==> config.mk <==
export PLATFORM = sky130hd
export DESIGN_NAME = multitone_sine_test_generator
export DESIGN_NICKNAME = d
export VERILOG_FILES = /design/src/rtl/mstg_pkg.sv /design/src/rtl/mstg_front.sv /design/src/rtl/mstg_queue.sv /design/src/rtl/mstg_back.sv /design/src/rtl/multitone_sine_test_generator.sv
export SDC_FILE = /design/constraint.sdc
export NUM_CORES = 2
export LEC_CHECK = 0
export BUFFER_PORTS_ARGS = -buffer_cell sky130_fd_sc_hd__clkbuf_2
export CAP_MARGIN = 5
export CORE_MARGIN = 1
export CORE_UTILIZATION = 35
export CTS_CLUSTER_DIAMETER = 60
export DETAILED_ROUTE_END_ITERATION = 16
export SKIP_LAST_GASP = 1
export SLEW_MARGIN = 10
export SYNTH_ARGS = -nofsm -noshare
export SYNTH_HDL_FRONTEND = slang
export SYNTH_SLANG_ARGS = --single-unit
==> constraint.sdc <==
create_clock -name clk -period 10.7 [get_ports clk]
set_input_delay 0.535 -clock clk [delete_from_list [all_inputs] [get_ports clk]]
set_output_delay 0.535 -clock clk [all_outputs]
set_load 0.1 [all_outputs]
==> src/rtl/mstg_pkg.sv <==
// Shared types, constants and the quarter-wave sine table for the multitone generator.
`timescale 1ns / 1ps

package mstg_pkg;

  localparam int MAX_CHANNELS   = 8;
  localparam int PHASE_BITS     = 32;
  localparam int SINE_ADDR_BITS = 10;
  localparam int NUM_TONES      = 3;

  localparam int CHAN_BITS   = $clog2(MAX_CHANNELS);
  localparam int COUNT_BITS  = 4;
  localparam int CFG_BITS    = 32;
  localparam int INDEX_BITS  = 2;

  // Sine magnitude: 16383 needs 14 bits, signed sine 15, sum of three 17
  localparam int AMP_BITS    = 14;
  localparam int SINE_BITS   = AMP_BITS + 1;
  localparam int SAMPLE_BITS = 17;

  localparam int QTR_BITS  = SINE_ADDR_BITS - 2;
  localparam int QTR_DEPTH = 2 ** QTR_BITS;

  // Angle of one quarter-table step, in radians
  localparam real QTR_ANGLE = 1.5707963267948966 / real'(QTR_DEPTH);

  localparam logic [AMP_BITS-1:0] SINE_AMP = AMP_BITS'(16383);

  localparam logic [COUNT_BITS-1:0] CHANNEL_COUNT_RST = COUNT_BITS'(4);
  localparam logic [PHASE_BITS-1:0] TONE_A_STEP_RST   = PHASE_BITS'(32'd16421587);
  localparam logic [PHASE_BITS-1:0] TONE_B_STEP_RST   = PHASE_BITS'(32'd6007898);
  localparam logic [PHASE_BITS-1:0] TONE_C_STEP_RST   = PHASE_BITS'(32'd90518994);

  // Configuration register indexes
  typedef enum logic [INDEX_BITS-1:0] {
    REG_CHANNEL_COUNT = 2'd0,
    REG_TONE_A_STEP   = 2'd1,
    REG_TONE_B_STEP   = 2'd2,
    REG_TONE_C_STEP   = 2'd3
  } cfg_reg_t;

  // One tick of work handed from the front to the back
  typedef struct packed {
    logic [NUM_TONES-1:0][PHASE_BITS-1:0] phase;
    logic [COUNT_BITS-1:0]                count;
  } tick_job_t;

  typedef logic [AMP_BITS-1:0] sine_qtr_t [QTR_DEPTH];

  // Build round(16383*sin(pi/2*m/QTR_DEPTH)) for m in 0..QTR_DEPTH-1
  function automatic sine_qtr_t sine_qtr_init();
    sine_qtr_t tbl;
    real       ang;
    real       val;
    for (int m = 0; m < QTR_DEPTH; m++) begin
      ang    = QTR_ANGLE * real'(m);
      val    = 16383.0 * $sin(ang) + 0.5;
      tbl[m] = AMP_BITS'($rtoi(val));
    end
    return tbl;
  endfunction

  localparam sine_qtr_t SINE_QTR = sine_qtr_init();

  // Full-wave sine from the quarter table by symmetry
  function automatic logic signed [SINE_BITS-1:0] sine_lookup(
    input logic [SINE_ADDR_BITS-1:0] k
  );
    logic [1:0]          q;
    logic [QTR_BITS-1:0] r;
    logic [QTR_BITS:0]   m;
    logic [AMP_BITS-1:0] mag;
    q   = k[SINE_ADDR_BITS-1 -: 2];
    r   = k[QTR_BITS-1:0];
    m   = q[0] ? ((QTR_BITS+1)'(QTR_DEPTH) - {1'b0, r}) : {1'b0, r};
    mag = m[QTR_BITS] ? SINE_AMP : SINE_QTR[m[QTR_BITS-1:0]];
    return q[1] ? -signed'({1'b0, mag}) : signed'({1'b0, mag});
  endfunction

endpackage

==> src/rtl/mstg_front.sv <==
// Front end: configuration registers, tone phase accumulators and tick classification.
`timescale 1ns / 1ps

module mstg_front (
  input  logic                                clk,
  input  logic                                rst,
  input  logic                                cfg_valid,
  output logic                                cfg_ready,
  input  logic [mstg_pkg::INDEX_BITS-1:0]     cfg_index,
  input  logic [mstg_pkg::CFG_BITS-1:0]       cfg_data,
  input  logic                                tick_valid,
  output logic                                tick_ready,
  input  logic                                restart,
  input  logic                                q_full,
  output logic                                q_push,
  output mstg_pkg::tick_job_t                 q_data
);

  logic [mstg_pkg::COUNT_BITS-1:0] channel_count;
  logic [mstg_pkg::PHASE_BITS-1:0] step  [mstg_pkg::NUM_TONES];
  logic [mstg_pkg::PHASE_BITS-1:0] phase [mstg_pkg::NUM_TONES];

  logic [mstg_pkg::PHASE_BITS-1:0] base  [mstg_pkg::NUM_TONES];
  logic [mstg_pkg::COUNT_BITS-1:0] count_sat;
  logic                            accept;

  assign cfg_ready  = 1'b1;
  assign tick_ready = !q_full;
  assign accept     = tick_valid && tick_ready;

  // Saturate the channel count at the channel limit
  assign count_sat = (channel_count > mstg_pkg::COUNT_BITS'(mstg_pkg::MAX_CHANNELS)) ?
                     mstg_pkg::COUNT_BITS'(mstg_pkg::MAX_CHANNELS) : channel_count;

  // Phases used for this tick, zeroed on restart
  always_comb begin
    for (int t = 0; t < mstg_pkg::NUM_TONES; t++) begin
      base[t] = restart ? '0 : phase[t];
    end
  end

  // Drop ticks that emit no channel; they still advance the phases
  always_comb begin
    q_push       = accept && (count_sat != '0);
    q_data.count = count_sat;
    for (int t = 0; t < mstg_pkg::NUM_TONES; t++) begin
      q_data.phase[t] = base[t];
    end
  end

  // Write configuration registers
  always_ff @(posedge clk) begin
    if (rst) begin
      channel_count <= mstg_pkg::CHANNEL_COUNT_RST;
      step[0]       <= mstg_pkg::TONE_A_STEP_RST;
      step[1]       <= mstg_pkg::TONE_B_STEP_RST;
      step[2]       <= mstg_pkg::TONE_C_STEP_RST;
    end else if (cfg_valid && cfg_ready) begin
      unique case (mstg_pkg::cfg_reg_t'(cfg_index))
        mstg_pkg::REG_CHANNEL_COUNT: channel_count <= cfg_data[mstg_pkg::COUNT_BITS-1:0];
        mstg_pkg::REG_TONE_A_STEP:   step[0] <= cfg_data[mstg_pkg::PHASE_BITS-1:0];
        mstg_pkg::REG_TONE_B_STEP:   step[1] <= cfg_data[mstg_pkg::PHASE_BITS-1:0];
        mstg_pkg::REG_TONE_C_STEP:   step[2] <= cfg_data[mstg_pkg::PHASE_BITS-1:0];
      endcase
    end
  end

  // Advance tone phases once per accepted item
  always_ff @(posedge clk) begin
    if (rst) begin
      for (int t = 0; t < mstg_pkg::NUM_TONES; t++) begin
        phase[t] <= '0;
      end
    end else if (accept) begin
      for (int t = 0; t < mstg_pkg::NUM_TONES; t++) begin
        phase[t] <= base[t] + step[t];
      end
    end
  end

endmodule

==> src/rtl/mstg_queue.sv <==
// Two-entry job queue between the front end and the channel sequencer.
`timescale 1ns / 1ps

module mstg_queue (
  input  logic                clk,
  input  logic                rst,
  input  logic                push,
  input  mstg_pkg::tick_job_t push_data,
  output logic                full,
  input  logic                pop,
  output logic                not_empty,
  output mstg_pkg::tick_job_t pop_data
);

  mstg_pkg::tick_job_t entry [2];
  logic                wr_ptr;
  logic                rd_ptr;
  logic [1:0]          fill;
  logic                do_push;
  logic                do_pop;

  assign full      = (fill == 2'd2);
  assign not_empty = (fill != 2'd0);
  assign do_push   = push && !full;
  assign do_pop    = pop && not_empty;
  assign pop_data  = entry[rd_ptr];

  // Store pushed jobs
  always_ff @(posedge clk) begin
    if (do_push) begin
      entry[wr_ptr] <= push_data;
    end
  end

  // Track pointers and fill level
  always_ff @(posedge clk) begin
    if (rst) begin
      wr_ptr <= 1'b0;
      rd_ptr <= 1'b0;
      fill   <= 2'd0;
    end else begin
      if (do_push) begin
        wr_ptr <= !wr_ptr;
      end
      if (do_pop) begin
        rd_ptr <= !rd_ptr;
      end
      priority case ({do_push, do_pop})
        2'b10:   fill <= fill + 2'd1;
        2'b01:   fill <= fill - 2'd1;
        default: fill <= fill;
      endcase
    end
  end

endmodule

==> src/rtl/mstg_back.sv <==
// Back end: per-channel phase sequencer, sine lookup and summing pipeline.
`timescale 1ns / 1ps

module mstg_back (
  input  logic                                      clk,
  input  logic                                      rst,
  input  logic                                      job_valid,
  input  mstg_pkg::tick_job_t                       job,
  output logic                                      job_pop,
  output logic                                      smp_valid,
  input  logic                                      smp_ready,
  output logic [mstg_pkg::CHAN_BITS-1:0]            channel,
  output logic signed [mstg_pkg::SAMPLE_BITS-1:0]   sample_value,
  output logic                                      last
);

  localparam int TOP = mstg_pkg::PHASE_BITS - 1;
  localparam int LOW = mstg_pkg::PHASE_BITS - mstg_pkg::SINE_ADDR_BITS;

  // Sequencer state
  logic                                           busy;
  logic [mstg_pkg::CHAN_BITS-1:0]                 chan;
  logic [mstg_pkg::COUNT_BITS-1:0]                cnt;
  logic [mstg_pkg::PHASE_BITS-1:0]                acc  [mstg_pkg::NUM_TONES];
  logic [mstg_pkg::PHASE_BITS-1:0]                base [mstg_pkg::NUM_TONES];

  // Address stage
  logic                                           s1_valid;
  logic [mstg_pkg::SINE_ADDR_BITS-1:0]            s1_addr [mstg_pkg::NUM_TONES];
  logic [mstg_pkg::CHAN_BITS-1:0]                 s1_chan;
  logic                                           s1_last;

  // Sine stage
  logic                                           s2_valid;
  logic signed [mstg_pkg::SINE_BITS-1:0]          s2_sine [mstg_pkg::NUM_TONES];
  logic [mstg_pkg::CHAN_BITS-1:0]                 s2_chan;
  logic                                           s2_last;

  logic                                           en;
  logic                                           issue_last;
  logic                                           load;
  logic signed [mstg_pkg::SAMPLE_BITS-1:0]        sum;

  // Whole pipeline moves when the output register is free
  assign en         = !smp_valid || smp_ready;
  assign issue_last = busy && ((mstg_pkg::COUNT_BITS'(chan) + 1'b1) == cnt);
  assign load       = en && job_valid && (!busy || issue_last);
  assign job_pop    = load;

  assign sum = mstg_pkg::SAMPLE_BITS'(s2_sine[0]) + mstg_pkg::SAMPLE_BITS'(s2_sine[1]) +
               mstg_pkg::SAMPLE_BITS'(s2_sine[2]);

  // Step through channels; channel c+1 phase is channel c phase plus the tone phase
  always_ff @(posedge clk) begin
    if (rst) begin
      busy <= 1'b0;
    end else if (en) begin
      if (load) begin
        busy <= 1'b1;
      end else if (issue_last) begin
        busy <= 1'b0;
      end
    end
  end

  always_ff @(posedge clk) begin
    if (en) begin
      if (load) begin
        chan <= '0;
        cnt  <= job.count;
        for (int t = 0; t < mstg_pkg::NUM_TONES; t++) begin
          acc[t]  <= job.phase[t];
          base[t] <= job.phase[t];
        end
      end else if (busy) begin
        chan <= chan + 1'b1;
        for (int t = 0; t < mstg_pkg::NUM_TONES; t++) begin
          acc[t] <= acc[t] + base[t];
        end
      end
    end
  end

  // Pipeline valid bits
  always_ff @(posedge clk) begin
    if (rst) begin
      s1_valid  <= 1'b0;
      s2_valid  <= 1'b0;
      smp_valid <= 1'b0;
    end else if (en) begin
      s1_valid  <= busy;
      s2_valid  <= s1_valid;
      smp_valid <= s2_valid;
    end
  end

  // Take sine addresses, look up sines, sum into the output register
  always_ff @(posedge clk) begin
    if (en) begin
      for (int t = 0; t < mstg_pkg::NUM_TONES; t++) begin
        s1_addr[t] <= acc[t][TOP:LOW];
        s2_sine[t] <= mstg_pkg::sine_lookup(s1_addr[t]);
      end
      s1_chan      <= chan;
      s1_last      <= issue_last;
      s2_chan      <= s1_chan;
      s2_last      <= s1_last;
      channel      <= s2_chan;
      last         <= s2_last;
      sample_value <= sum;
    end
  end

endmodule

==> src/rtl/multitone_sine_test_generator.sv <==
// Top level of the three-tone multichannel sine test generator.
`timescale 1ns / 1ps

// Each accepted tick item produces one sample item per channel, channel 0 first, with
// last set on the final channel; channel c carries the sum of three sines at (c+1)
// times each tone phase. The back-end sequencer emits one sample per cycle while the
// output is not stalled, serving the N channels of a tick (channel_count, saturated at 8)
// before the next; a tick with a channel count of zero emits nothing and only advances
// the phases. Ticks are taken whenever the two-entry job queue has room, and the first
// sample of a tick passes the address, sine and output registers after the sequencer
// loads it. Configuration writes are always ready and take effect in the next cycle.
module multitone_sine_test_generator (
  input  logic                                      clk,
  input  logic                                      rst,
  input  logic                                      cfg_valid,
  output logic                                      cfg_ready,
  input  logic [mstg_pkg::INDEX_BITS-1:0]           cfg_index,
  input  logic [mstg_pkg::CFG_BITS-1:0]             cfg_data,
  input  logic                                      tick_valid,
  output logic                                      tick_ready,
  input  logic                                      restart,
  output logic                                      smp_valid,
  input  logic                                      smp_ready,
  output logic [mstg_pkg::CHAN_BITS-1:0]            channel,
  output logic signed [mstg_pkg::SAMPLE_BITS-1:0]   sample_value,
  output logic                                      last
);

  logic                q_push;
  logic                q_full;
  logic                q_pop;
  logic                q_not_empty;
  mstg_pkg::tick_job_t q_in;
  mstg_pkg::tick_job_t q_out;

  mstg_front u_front (
    .clk        (clk),
    .rst        (rst),
    .cfg_valid  (cfg_valid),
    .cfg_ready  (cfg_ready),
    .cfg_index  (cfg_index),
    .cfg_data   (cfg_data),
    .tick_valid (tick_valid),
    .tick_ready (tick_ready),
    .restart    (restart),
    .q_full     (q_full),
    .q_push     (q_push),
    .q_data     (q_in)
  );

  mstg_queue u_queue (
    .clk       (clk),
    .rst       (rst),
    .push      (q_push),
    .push_data (q_in),
    .full      (q_full),
    .pop       (q_pop),
    .not_empty (q_not_empty),
    .pop_data  (q_out)
  );

  mstg_back u_back (
    .clk          (clk),
    .rst          (rst),
    .job_valid    (q_not_empty),
    .job          (q_out),
    .job_pop      (q_pop),
    .smp_valid    (smp_valid),
    .smp_ready    (smp_ready),
    .channel      (channel),
    .sample_value (sample_value),
    .last         (last)
  );

endmodule

==> results.md <==
- Status: completed
- Count of flip-flops with a built-in enable after synthesis: approximately 700
- Yosys reg bits: 708
- Most frequent cells after synthesis: edfxtp_1, a21oi_1, nor2_1, nand2_1, o21ai_0
- Global route total overflow: 0
- CTS Sinks: about 710
- Minimum clock period: between 6 and 7 ns
- PostCTS Resize Cnt: 0
- # Max-Cap Violations: 0
- CP max FO: 40
- Min-Delay Path Class: in -> reg
- Ys Warns: 0
- Reg2reg end: u_back.s2_sine[0][28]
- Post-DP HPWL: about 110 mm
- Number of distinct library cells after synthesis: ~120
- Final hold vios: 0
- Clk slew on worst S/H paths: 0.06 ns
- Met3 Use GR: 4.21%
- Share of cells above drive strength 1: roughly 10%
- Initial antenna violation count: 7
- Final non-filler cell total: approximately 7.2k
- Die ar.: roughly 0.15 mm2
- Post-synth top area share: roughly two fifths
- Ant. Diodes: 0
- Drt first pass iters: 7
- Crit share post-route: 64.8%
- Setup Skew: 0.0528 ns
- Max H-tree Level: 3
- Setup CP Type: reg -> reg
- Later-pin clock latency in the skew report: around 0.7 ns
- CTS root buffer: clkbuf_16
- Synth Area per Inst: ~9.6 um2
- Syn Nets: between 5k and 6k
- DRC: 0
- Postcts setup bufs: 0
- RSZ-0062 raised after global routing: no
- Slew Viols, Final: 0
- CP endpoint kind: register
- Area Growth Syn to Fin: 8.95%
- Filler instances: around 14k
- Post-DR vias/cell: a little over 6
- Initial DRC Count: about 5.4k
- GPL Wtd Cong: 1.00
- Seq/Total Area, Yosys: 41.1%
- Hold Slack: between 0.08 and 0.09 ns
- WP data arrival: around 7.3 ns
- R2R setup slack: roughly 3.8 ns
- Area contributors post-synth: edfxtp_1, ha_1, a21oi_1
- WP data required: 11.09 ns
- Startpoint types: register
- Final setup vio count: 0
- Met2 Use GR: between 30% and 40%
- Row cnt: 140
- Synthesized cell area: slightly above 0.05 mm2
- Met1 GRT Util: 29.5%
- CP endpoint: u_back.s2_sine[0][28]
- Placed Area: approximately 0.053 mm2
- R2R depth: 19
- Vias in the first global route: between 40k and 50k
- Largest area contributor in the netlist: edfxtp_1
- Final Net Count: 5,548
- Routed Wire Length: about 170 mm
- Die H: a little under 400 um
- Grt peak-use layer: met2
- Largest net degree at the start of global routing: 85
- Max-slew headroom: 4.09%
- Mapped Cells: around 5.4k
- F_max: between 100 and 150 MHz
- Horiz. Die Dim: a little under 400 um
- Number of buffers created by CTS: between 80 and 90
- Setup TNS: 0 ns
- Core area: 0.146 mm2
- First-pass GRT wire length: ~250 mm
- CTS Hold Bufs: 0
- CTS tree: done
- Port Buf Inserts: 62
- Final instance area: approximately 0.056 mm2
- Post-Place Cells: between 7k and 8k
- Antenna Violating Nets Remaining: 0
- IO Pins: 64
- Max clock buf depth: 3
- DR WL/cell: 23.3 um
- Slew @ Worst Pin: 1.43 ns
- GRT Total Usage: a little over a fifth
- Beginning of the critical path: u_back.s1_addr[0][10]
- Reg-to-Reg Start: u_back.s1_addr[0][10]
- Starting density of the core: between 30% and 40%
- Ys async rst share: 0%
- Most common cell in the netlist: edfxtp_1
- Main synth FF type: edfxtp_1
- Via count: 43.7k
==> layout by cell type, fill, tap and decap left out, drive strengths merged, types with 40 or more instances in the layout <==
cell type,instances
a311oi,43
o21a,46
a21o,78
ha,266
nand2b,88
nand2,374
and3,46
o22ai,50
buf,107
o211ai,100
mux2,113
o21ai,368
nor2,428
a21oi,442
edfxtp,695
and2,73
a211oi,96
o31ai,49
nand3,123
nor3,150
xor2,107
clkbuf,154
inv,129
clkinv,40
xnor2,116
nor2b,171
mux2i,53
a31oi,80
==> sequential cells by signal, summed over array words and instances, names as in the netlist, 2 cells and up, named ones only <==
name and count:
u_back.acc 96, u_back.base 96, u_back.chan 3, u_back.channel 3
u_back.cnt 4, u_back.s1_addr 30, u_back.s1_chan 3, u_back.s2_chan 3
u_back.s2_sine 45, u_back.sample_value 17, u_front.channel_count 4, u_front.phase 96
u_front.step 96, u_queue.entry 200, u_queue.fill 2
==> kinds of logic after synthesis <==
| group | count (synthesis) | share of synthesized area (%) |
|---|---|---|
| AO/OA/AOI/OAI | 1787 | 23.3 |
| XOR/XNOR | 223 | 3.90 |
| adder cells (fa/ha/maj) | 288 | 7.32 |
| buffers and inverters | 527 | 4.38 |
| flip-flops | 708 | 41.1 |
| multiplexers | 172 | 3.77 |
| other | 1 | 0.00729 |
| AND/OR/NAND/NOR | 1663 | 16.2 |
==> how the worst min path moves through the flow <==
stage                            from                       end  slack, ns  cells past startpoint
floorplan           u_back.s2_chan[0]         u_back.channel[0]       0.40                      0
global placement    u_back.s2_chan[1]         u_back.channel[1]       0.40                      0
detailed placement  u_back.s2_chan[2]         u_back.channel[2]       0.40                      0
CTS                       cfg_data[2]  u_front.channel_count[2]       0.05                      2
global route              cfg_data[2]  u_front.channel_count[2]       0.07                      2
finish                    cfg_data[2]  u_front.channel_count[2]       0.09                      2
==> area by class of cell <==
class	instances	area (um2)	area share, %
inverter	126	475	0.848
multi-input combinational	4134	28200	50.3
tap	1917	2400	4.28
sequential	708	21100	37.7
clock inverter	56	628	1.12
clock buffer	93	2090	3.73
timing repair buffer	168	1110	1.98
==> critical path, stage by stage (launching register included) <==
cell and delay, ns:
edfxtp_1 0.32, buf_4 0.43, inv_1 0.51, ha_1 0.76, nand2_1 0.12, o21ai_1 0.11
buf_4 0.25, clkinv_1 0.44, ha_1 0.65, inv_1 0.44, nand3_1 0.23, o211a_1 0.27
a311oi_1 0.29, a211o_1 0.17, a32oi_1 0.11, a2111oi_0 0.52, buf_4 0.24, and4b_1 0.37
a41oi_1 0.18, xnor2_1 0.17
==> routing by layer <==
metal	vias up	share of wire, %
met5	-	0.034
met4	10	4.1
met3	432	7.9
met2	2013	45
met1	21100	43
li1	20200	-
==> metrics by stage <==
| stage | utilization, % | setup WS (ns) |
|---|---|---|
| finish | 38.5 | 3.77 |
| global route | 38.5 | 3.55 |
| CTS | 38.5 | 4.03 |
| detailed placement | 36.6 | 4.11 |
| global placement | 36.6 | 4.03 |
| floorplan | - | 1.54 |
Power is left out: the tool's default activity adds up to more than one toggle a clock period on the data nets, which glitch-free logic cannot reach.
